--- config.mk ---
export PLATFORM = sky130hd
export DESIGN_NAME = est_div
export DESIGN_NICKNAME = d
export VERILOG_FILES = /design/src/hw/rtl/est_pkg.sv /design/src/hw/rtl/est_div.sv
export SDC_FILE = /design/constraint.sdc
export NUM_CORES = 1
export LEC_CHECK = 0
export ABC_AREA = 1
export BUFFER_PORTS_ARGS = -buffer_cell sky130_fd_sc_hd__buf_4
export CAP_MARGIN = 10
export CORE_UTILIZATION = 41
export DETAILED_ROUTE_END_ITERATION = 7
export SYNTH_ARGS = -nofsm -noshare
export SYNTH_HDL_FRONTEND = slang
export SYNTH_SLANG_ARGS = --single-unit
export TNS_END_PERCENT = 10
--- constraint.sdc ---
create_clock -name clk -period 4.3 [get_ports clk]
set_input_delay 0.86 -clock clk [delete_from_list [all_inputs] [get_ports clk]]
set_output_delay 0.86 -clock clk [all_outputs]
set_load 0.05 [all_outputs]
--- src/hw/rtl/est_pkg.sv ---
`timescale 1ns / 1ps
// Shared types, codes and constants of the edge statistics table.
package est_pkg;

  localparam int NODE_W = 16;
  localparam int STAT_W = 32;
  localparam int CONF_W = 15;
  localparam int USED_W = 7;

  // Observation count saturates here.
  localparam logic [STAT_W-1:0] HITS_MAX   = 32'hFFFF_FFFF;
  // Confidence is n * CONF_SCALE / (n + CONF_BIAS), capped at CONF_CAP.
  localparam logic [STAT_W-1:0] CONF_SCALE = 32'd16000;
  localparam logic [STAT_W:0]   CONF_BIAS  = 33'd100;
  localparam logic [CONF_W-1:0] CONF_CAP   = 15'd16384;

  // The divider produces one quotient bit per cycle; this is the last step.
  localparam logic [4:0] DIV_LAST = 5'd31;

  localparam logic MODE_OBSERVE = 1'b0;
  localparam logic MODE_LOOKUP  = 1'b1;

  localparam logic [1:0] ST_OK        = 2'd0;
  localparam logic [1:0] ST_SELF      = 2'd1;
  localparam logic [1:0] ST_FULL      = 2'd2;
  localparam logic [1:0] ST_NOT_FOUND = 2'd3;

  typedef struct packed {
    logic              mode;
    logic [NODE_W-1:0] src_node;
    logic [NODE_W-1:0] dst_node;
    logic [STAT_W-1:0] latency_sample;
  } in_item_t;

  typedef struct packed {
    logic [1:0]        status;
    logic [STAT_W-1:0] hit_count;
    logic [STAT_W-1:0] mean_latency;
    logic [CONF_W-1:0] confidence;
    logic [USED_W-1:0] entries_used;
  } out_item_t;

  // One stored edge.
  typedef struct packed {
    logic [NODE_W-1:0] src_node;
    logic [NODE_W-1:0] dst_node;
    logic [STAT_W-1:0] hit_count;
    logic [STAT_W-1:0] mean_latency;
    logic [CONF_W-1:0] confidence;
  } entry_t;

  typedef enum logic [3:0] {
    S_IDLE,
    S_SEARCH,
    S_PREP,
    S_MEAN_MUL,
    S_MEAN_ADD,
    S_MEAN_GO,
    S_MEAN_WAIT,
    S_CONF_MUL,
    S_CONF_GO,
    S_CONF_WAIT,
    S_WRITE,
    S_OUT
  } state_t;

endpackage

--- src/hw/rtl/est_div.sv ---
`timescale 1ns / 1ps
// Shared restoring divider: 64-bit dividend, 33-bit divisor, 32 quotient bits.
module est_div (
  input  logic        clk,
  input  logic        rst,
  input  logic        start,
  input  logic [63:0] numer,
  input  logic [32:0] denom,
  output logic        busy,
  output logic        done,
  output logic [31:0] quot
);

  // The caller guarantees numer < denom * 2**32, so the quotient fits 32 bits.
  logic [33:0] rem;
  logic [31:0] lo;
  logic [32:0] den;
  logic [4:0]  cnt;
  logic [33:0] trial;
  logic        ge;

  assign trial = {rem[32:0], lo[31]};
  assign ge    = (trial >= {1'b0, den});
  assign quot  = lo;

  always_ff @(posedge clk) begin
    if (rst) begin
      busy <= 1'b0;
      done <= 1'b0;
      cnt  <= '0;
    end else begin
      done <= busy && (cnt == est_pkg::DIV_LAST);
      if (start) begin
        busy <= 1'b1;
        cnt  <= '0;
      end else if (busy) begin
        cnt <= cnt + 5'd1;
        if (cnt == est_pkg::DIV_LAST) begin
          busy <= 1'b0;
        end
      end
    end
  end

  always_ff @(posedge clk) begin
    if (start) begin
      rem <= {2'b00, numer[63:32]};
      lo  <= numer[31:0];
      den <= denom;
    end else if (busy) begin
      rem <= ge ? (trial - {1'b0, den}) : trial;
      lo  <= {lo[30:0], ge};
    end
  end

endmodule

# After elaboration in Yosys (flattened, before gate mapping)
# Index checks and enable logic that the tools add are counted.
# classes
add_sub_neg	2
magnitude_cmp	1
eq_ne	1
n_mux	8
reduce_logical	3
# op_table
op	count
two-way mux 32 bit	4
greater-or-equal comparator 34 x 33 -> 1 bit	1
two-way mux 33 bit	1
subtractor 33 bit	1
adder 5 x 1 -> 5 bit (second input constant)	1
== test 5 bit (second input constant)	1
two-way mux 1 bit	3
nonzero test 2 bit	1
OR reduction 2 bit	1
logical AND 1 bit	1
# word_totals
regBits	105
input_bits	100

# Logic depth before layout (Yosys ltp)
# Gate-level depths: netlist of the first run.
# depth
depth_word	4
mapped_depth	17

# Least setup slack after synthesis of the first run
# OpenSTA, ideal clock, no wires.
# synth_path
kind	input to register
startpoint	in start
endpoint	reg lo[0], in the netlist quot[0] (enable)
setup_time_ns	0.418
arrival_time_ns	2.487
t_required_ns	3.882
setup_slack_ns	1.395
stages	3
n_path_buf	1
cell_sequence	clkbuf_1 > nor2_1 > inv_1
# synth_via
elab_chain_len	1
# synth_lines
element	line_no	text
from (decl)	est_div.sv:6	input logic start,
nonzero test 2 bit (no source line)	--	
to (signal assigned)	est_div.sv:48	lo <= numer[31:0];
to (signal assigned)	est_div.sv:52	lo <= {lo[30:0], ge};
to (decl)	est_div.sv:16	logic [31:0] lo;
# Every way passes these cells.
# A chain may end at the register's enable or synchronous reset.

# Worst setup path after layout of the first run
# layout_path
startpoint	reg rem[14]
endpoint	reg rem[19] (data pin)
# layout_via
elab_chain_len	4
# layout_lines
element	line_no	text
from (decl)	est_div.sv:15	logic [33:0] rem;
from (signal assigned)	est_div.sv:47	rem <= {2'b00, numer[63:32]};
from (signal assigned)	est_div.sv:51	rem <= ge ? (trial - {1'b0, den}) : trial;
subtractor 33 bit / greater-or-equal comparator 34 x 33 -> 1 bit (equally long branches)	est_div.sv:51, est_div.sv:23	
two-way mux 33 bit (*)	est_div.sv:51	
two-way mux 32 bit (*)	est_div.sv:50	end else if (busy) begin
two-way mux 32 bit (*)	est_div.sv:46	if (start) begin
# Every way passes the cells marked *; elsewhere a longest branch is shown, timed or not. The select of a mux whose other input is x is not followed.

==> metrics.cfg, run 1 <==
[clock_tree]
cts_tree=yes
numClockSinks=105
ctsHoldBuffers=0
post_cts_resized=0
cts_buffers=9
ctsRootBufferMaster=clkbuf_16
h-tree-depth=3
clk_latency_ps=370
clockBufferDepth=2
cts_setup_buffers=0
clk_pin_slew_ps=80

[floorplan]
fp-row-count=49
start_util_pct=41.7
die_width_um=137
die_area_um2=18800
coreArea_um2=18000
pin_count=134
die_y_um=137

[route]
drt_pass1_iterations=5
drtAntennaViolNets=0
viasPerCell=4.74
drc=0
wirelength_mm=18.9
wl_per_cell_um=13.8
dr_total_vias=6511
drt_first_iter_violations=399

[global_route]
gr-total-overflow=0
grt_pass1_wl_mm=30.9
grt_pass1_vias=6294
antenna_found_initial=0
grt_max_degree=65
grtUsageTotal_pct=21.5

[finish]
antenna_cells=0
drive_gt1_share_pct=19.1
stdcell_count=1373
fin_nets=1275
syn2layout_area_growth_pct=19.8
fillers=1815
multi_input_area_um2=3630
seq_area_um2=3070
stdcell_area_um2=8980

[critical_path]
critPathSlowestCell=nor2_4
cp-end-kind=flip-flop
worstReg2RegStart=rem[14]$_DFFE_PP_
cpLargestDelayFamily=simple AND/OR/NAND/NOR gates
startpoint=rem[14]$_DFFE_PP_
r2r_end=rem[19]$_DFFE_PP_
startpoint_type=flip-flop
cp_num_cells=14
max_stage_delay_ps=620
arrival_ps=3190
cp.required_ps=4540
ff2ff_path_depth=14
cp_cell_sequence=ha_1 -> nand2_1 -> inv_1 -> nand2_1 -> inv_1 -> nand2_1 -> nor2_1 -> nand2_1 -> nor2_4 -> nor2_4 -> nand2_8 -> nand2_1 -> nand3_1 -> nand2_1
reg2reg_setup_slack_ps=1350
crit_type=reg2reg
cp_max_fo=33
cp_num_buf_inv=2
crit_path_end=rem[19]$_DFFE_PP_
cpMostUsedCell=nand2_1

[timing]
fin_crit_sh_pct=68.5
finalClockSkew_ps=11.5
clock.fmax_mhz=339
tns_ps=0
hold_viol=0
setup_viol=0
grt_setup_unrepaired=no
fin_crit_ps=2950
worst_pin_slew_ps=824
drv_slew=0
relSlewSlack_pct=45.0

[power]
switching_share_pct=41.1
power.net_switching_mw=1.68
pwr-share-clk_pct=22.4
ir_drop_mv=0.324
seqPwrFrac_pct=33.2
p_int_mw=2.41
p_leak_nw=4.67
p_per_area_nw_per_um2=455
pwr-share-comb_pct=44.4

[placed_design]
port_buffers=133
gp_congestion=0.920
placedInstanceArea_um2=8660
placed_cells=1357
place_hpwl_mm=14.2

[logic_synthesis]
syn_area_um2=7500
synth_warnings=0
ys_ff_latch=105
ys_types=35
ys_seq_area_share_pct=41.0
synth_nets=1150
synthCells=1014
avgSynthCellArea_um2=7.39

[run]
cap_violations=0

[hold_path]
min_path_type=reg2reg

[outcome]
status=finished, final reports clean

[Yosys cell counts, drive strengths merged]
cell type	number	area, µm²
fa	1	20.0
clkbuf	9	33.8
ha	35	438
or2	1	8.76
nor2	49	214
o21ai	2	10.0
edfxtp	97	2910
dfxtp	8	160
nand3	53	323
and2	5	31.3
a21o	2	15.0
xnor2	13	114
xor2	2	17.5
nand3b	42	315
a31oi	2	12.5
buf	15	125
inv	170	638
nand4	6	37.5
nand2	463	1850
nor3	14	91.3
a21oi	23	115
nor4	1	6.26
a211oi	1	7.51
[power groups by stage]
stage               clock network (mW)  registers, mW  logic (mW)
floorplan                            0           1.47        1.32
global placement                     0           1.37        1.80
detailed placement                   0           1.37        1.81
CTS                              0.944           1.36        1.82
global route                     0.966           1.37        2.05
finish                           0.918           1.36        1.82
[worst min path at each step]
stage,from,end,slack (ps),depth (start not counted)
floorplan,cnt[4]$_SDFFE_PP0P_,cnt[4]$_SDFFE_PP0P_,440,2
global placement,cnt[4]$_SDFFE_PP0P_,cnt[4]$_SDFFE_PP0P_,450,2
detailed placement,cnt[4]$_SDFFE_PP0P_,cnt[4]$_SDFFE_PP0P_,460,2
CTS,cnt[4]$_SDFFE_PP0P_,cnt[4]$_SDFFE_PP0P_,470,2
global route,cnt[4]$_SDFFE_PP0P_,cnt[4]$_SDFFE_PP0P_,500,2
finish,cnt[4]$_SDFFE_PP0P_,cnt[4]$_SDFFE_PP0P_,470,2
[per-layer routing]
layer,global-route usage [%],wire (µm),part of all wire (%)
met5,0,0,0
met4,4.76,214,1.1
met3,6.51,1390,7.3
met2,33.9,8260,44
met1,28.8,9060,48
[placed cells by master, fill, tap and decap left out, types with 8 or more instances in the layout]
cell type,count
nand3_1,43
edfxtp_1,97
nor3_1,11
inv_1,165
ha_1,35
nand3b_1,42
nor2_1,43
buf_4,138
nand3_2,9
nand2_1,423
clkbuf_16,9
xnor2_1,13
nand2_2,39
dfxtp_1,8
a21oi_1,23
[worst reg2reg max path, delay by kind of cell, from the launching register on]
family,cells,cell delay [ps]
DFF,1,470
adders and majority gates,1,390
buffers and inverters,2,130
and+or+nand+nor,11,1820
[logic make-up (layout without fill, tap and decap cells)]
group / count (synthesis) / in the layout / share of synthesized area, %
AO/OA/AOI/OAI: 30 / 30 / 2.14
XOR/XNOR: 15 / 15 / 1.75
adder cells (fa/ha/maj): 36 / 36 / 6.11
buffers and inverters: 194 / 324 / 10.6
flip-flops: 105 / 105 / 41.0
AND/OR/NAND/NOR: 634 / 634 / 38.4
[area by class of cell]
| cell class | instances | area share [%] |
|---|---|---|
| clock buffer | 9 | 2.51 |
| clock inverter | 7 | 1.04 |
| inverter | 170 | 7.11 |
| multi-input combinational | 715 | 40.4 |
| sequential | 105 | 34.2 |
| tap | 229 | 3.19 |
| timing repair buffer | 138 | 11.5 |
[per-stage QoR]
step / hold slack (ps) / power, mW / util (%) / setup WS [ps]
floorplan: 444 / 2.79 / - / 1400
global placement: 455 / 3.17 / 48.2 / 1410
detailed placement: 461 / 3.19 / 48.2 / 1380
CTS: 474 / 4.12 / 50.0 / 1340
global route: 497 / 4.39 / 50.0 / 1190
finish: 475 / 4.09 / 50.0 / 1350
[flip-flops by register name, summed over array words and instances, names as in the netlist]
signal	count
den	33
rem	33
cnt	5
busy	1
quot	32
done	1
(Power assumes the default switching activity.)
==> run 2, diff against run 1 <==
==> constraint.sdc (replaced) <==
create_clock -name clk -period 2.8 [get_ports clk]
set_input_delay 0.56 -clock clk [delete_from_list [all_inputs] [get_ports clk]]
set_output_delay 0.56 -clock clk [all_outputs]
set_load 0.05 [all_outputs]
==> metrics.cfg, run 2 (synthesis gave the netlist of run 1 again) <==
[outcome]
status=finished, final reports clean

[placed_design]
placed_cells=1365
dp_slack_ps=331
placedInstanceArea_um2=8800
port_buffers=133
place_hpwl_mm=14.8
gp_congestion=0.915

[critical_path]
cp-end-kind=flip-flop
critPathSlowestCell=fa_1
startpoint_type=flip-flop
max_stage_delay_ps=430
arrival_ps=2600
cp.required_ps=2940
cp_cell_sequence=inv_1 -> ha_1 -> inv_1 -> fa_1 -> nand3_1 -> nand3_2 -> nand2_2 -> nand2_2 -> nand3_4 -> buf_4 -> nand3b_1 -> nand3_1 -> nand2_1
crit_type=reg2reg
cp_max_fo=19

[global_route]
grt_pass1_vias=6406
grtUsageTotal_pct=21.8
grt_max_degree=58
antenna_found_initial=0
grt_pass1_wl_mm=31.4
gr-total-overflow=0

[route]
drc=0
drt_first_iter_violations=333
drt_pass1_iterations=5
viasPerCell=4.73
drtAntennaViolNets=0
wl_per_cell_um=13.9
dr_total_vias=6530
wirelength_mm=19.1

[timing]
finalClockSkew_ps=18.1
fin_crit_sh_pct=88.1
drv_slew=0
fin_crit_ps=2470
setup_viol=0
grt_setup_unrepaired=no
tns_ps=0
finalWorstSetupSlack_ps=332
worst_pin_slew_ps=629
clock.fmax_mhz=405
hold_viol=0
relSlewSlack_pct=58.0

[finish]
stdcell_count=1381
mostFrequentLayoutCells=423 x nand2_1, 165 x inv_1, 140 x buf_4
stdcell_area_um2=9140
seq_area_um2=3070
multi_input_area_um2=3630
syn2layout_area_growth_pct=21.9
drive_gt1_share_pct=19.7
fillers=1816
fin_util_pct=50.9
antenna_cells=0
final_common_cell=nand2_1
fin_nets=1283

[clock_tree]
numClockSinks=105
ctsHoldBuffers=0
ctsRootBufferMaster=clkbuf_16
clockBufferDepth=2
cts_setup_buffers=0
cts_tree=yes
clk_pin_slew_ps=90
cts_buffers=9
h-tree-depth=3
post_cts_resized=0
clk_latency_ps=370

[floorplan]
fp-row-count=49
die_area_um2=18800
die_y_um=137
die_width_um=137
pin_count=134
start_util_pct=41.7
coreArea_um2=18000

[power]
ir_drop_mv=0.347
p_leak_nw=4.74
p_per_area_nw_per_um2=707

[run]
cap_violations=0

[hold_path]
min_path_type=in2reg

==> run 2: changes by cell type in the layout (fill, tap and decap cells not counted) <==
cell        delta
buf_12         +6
clkinv_8       +2
inv_12         +1
clkinvlp_4     -1
inv_6          -2
buf_4          +2
==> run 2: layer usage <==
metal	track usage [%]	wire [µm]	vias to the layer above	part of all wire, %
li1	-	-	3421	-
met1	29.6	9310	2949	49
met2	34.3	8370	148	44
met3	5.78	1230	12	6.4
met4	5.68	218	0	1.1
met5	0	0	-	0
==> run 2: layout make-up <==
cell class	instances	area share [%]
Inverter	170	6.98
Timing Repair Buffer	146	12.8
Multi-Input combinational cell	715	39.7
Tap cell	229	3.13
Clock inverter	7	1.29
Clock buffer	9	2.46
Sequential cell	105	33.6
==> run 2: power by group <==
group | switching (mW) | internal (mW) | total, mW
sequential | 0.106 | 1.97 | 2.08
clock | 0.715 | 0.743 | 1.46
combinational | 1.83 | 1.10 | 2.92
==> run 2: critical path: cells and delay by family (launching register included) <==
| family | cells | cell delay [ps] |
|---|---|---|
| adders and majority gates | 2 | 570 |
| and+or+nand+nor | 8 | 830 |
| buffers and inverters | 3 | 440 |
| DFF | 1 | 390 |
==> run 2: path summary, 6_finish.rpt <==
check	to	startpoint	depth (start not counted)	slack [ps]
hold / removal	den[15]$_DFFE_PP_	denom[15]	1	360
setup / recovery	rem[17]$_DFFE_PP_	quot[31]$_DFFE_PP_	13	330
setup reg to reg	rem[17]$_DFFE_PP_	quot[31]$_DFFE_PP_	13	330
hold reg to reg	cnt[4]$_SDFFE_PP0P_	cnt[4]$_SDFFE_PP0P_	2	470
==> run 2: per-stage QoR <==
step	power [mW]	hold slack (ps)
final	6.46	355
after global routing	6.94	340
after CTS	6.50	346
after detailed placement	5.02	460
after global placement	5.01	454
after floorplan	4.28	444
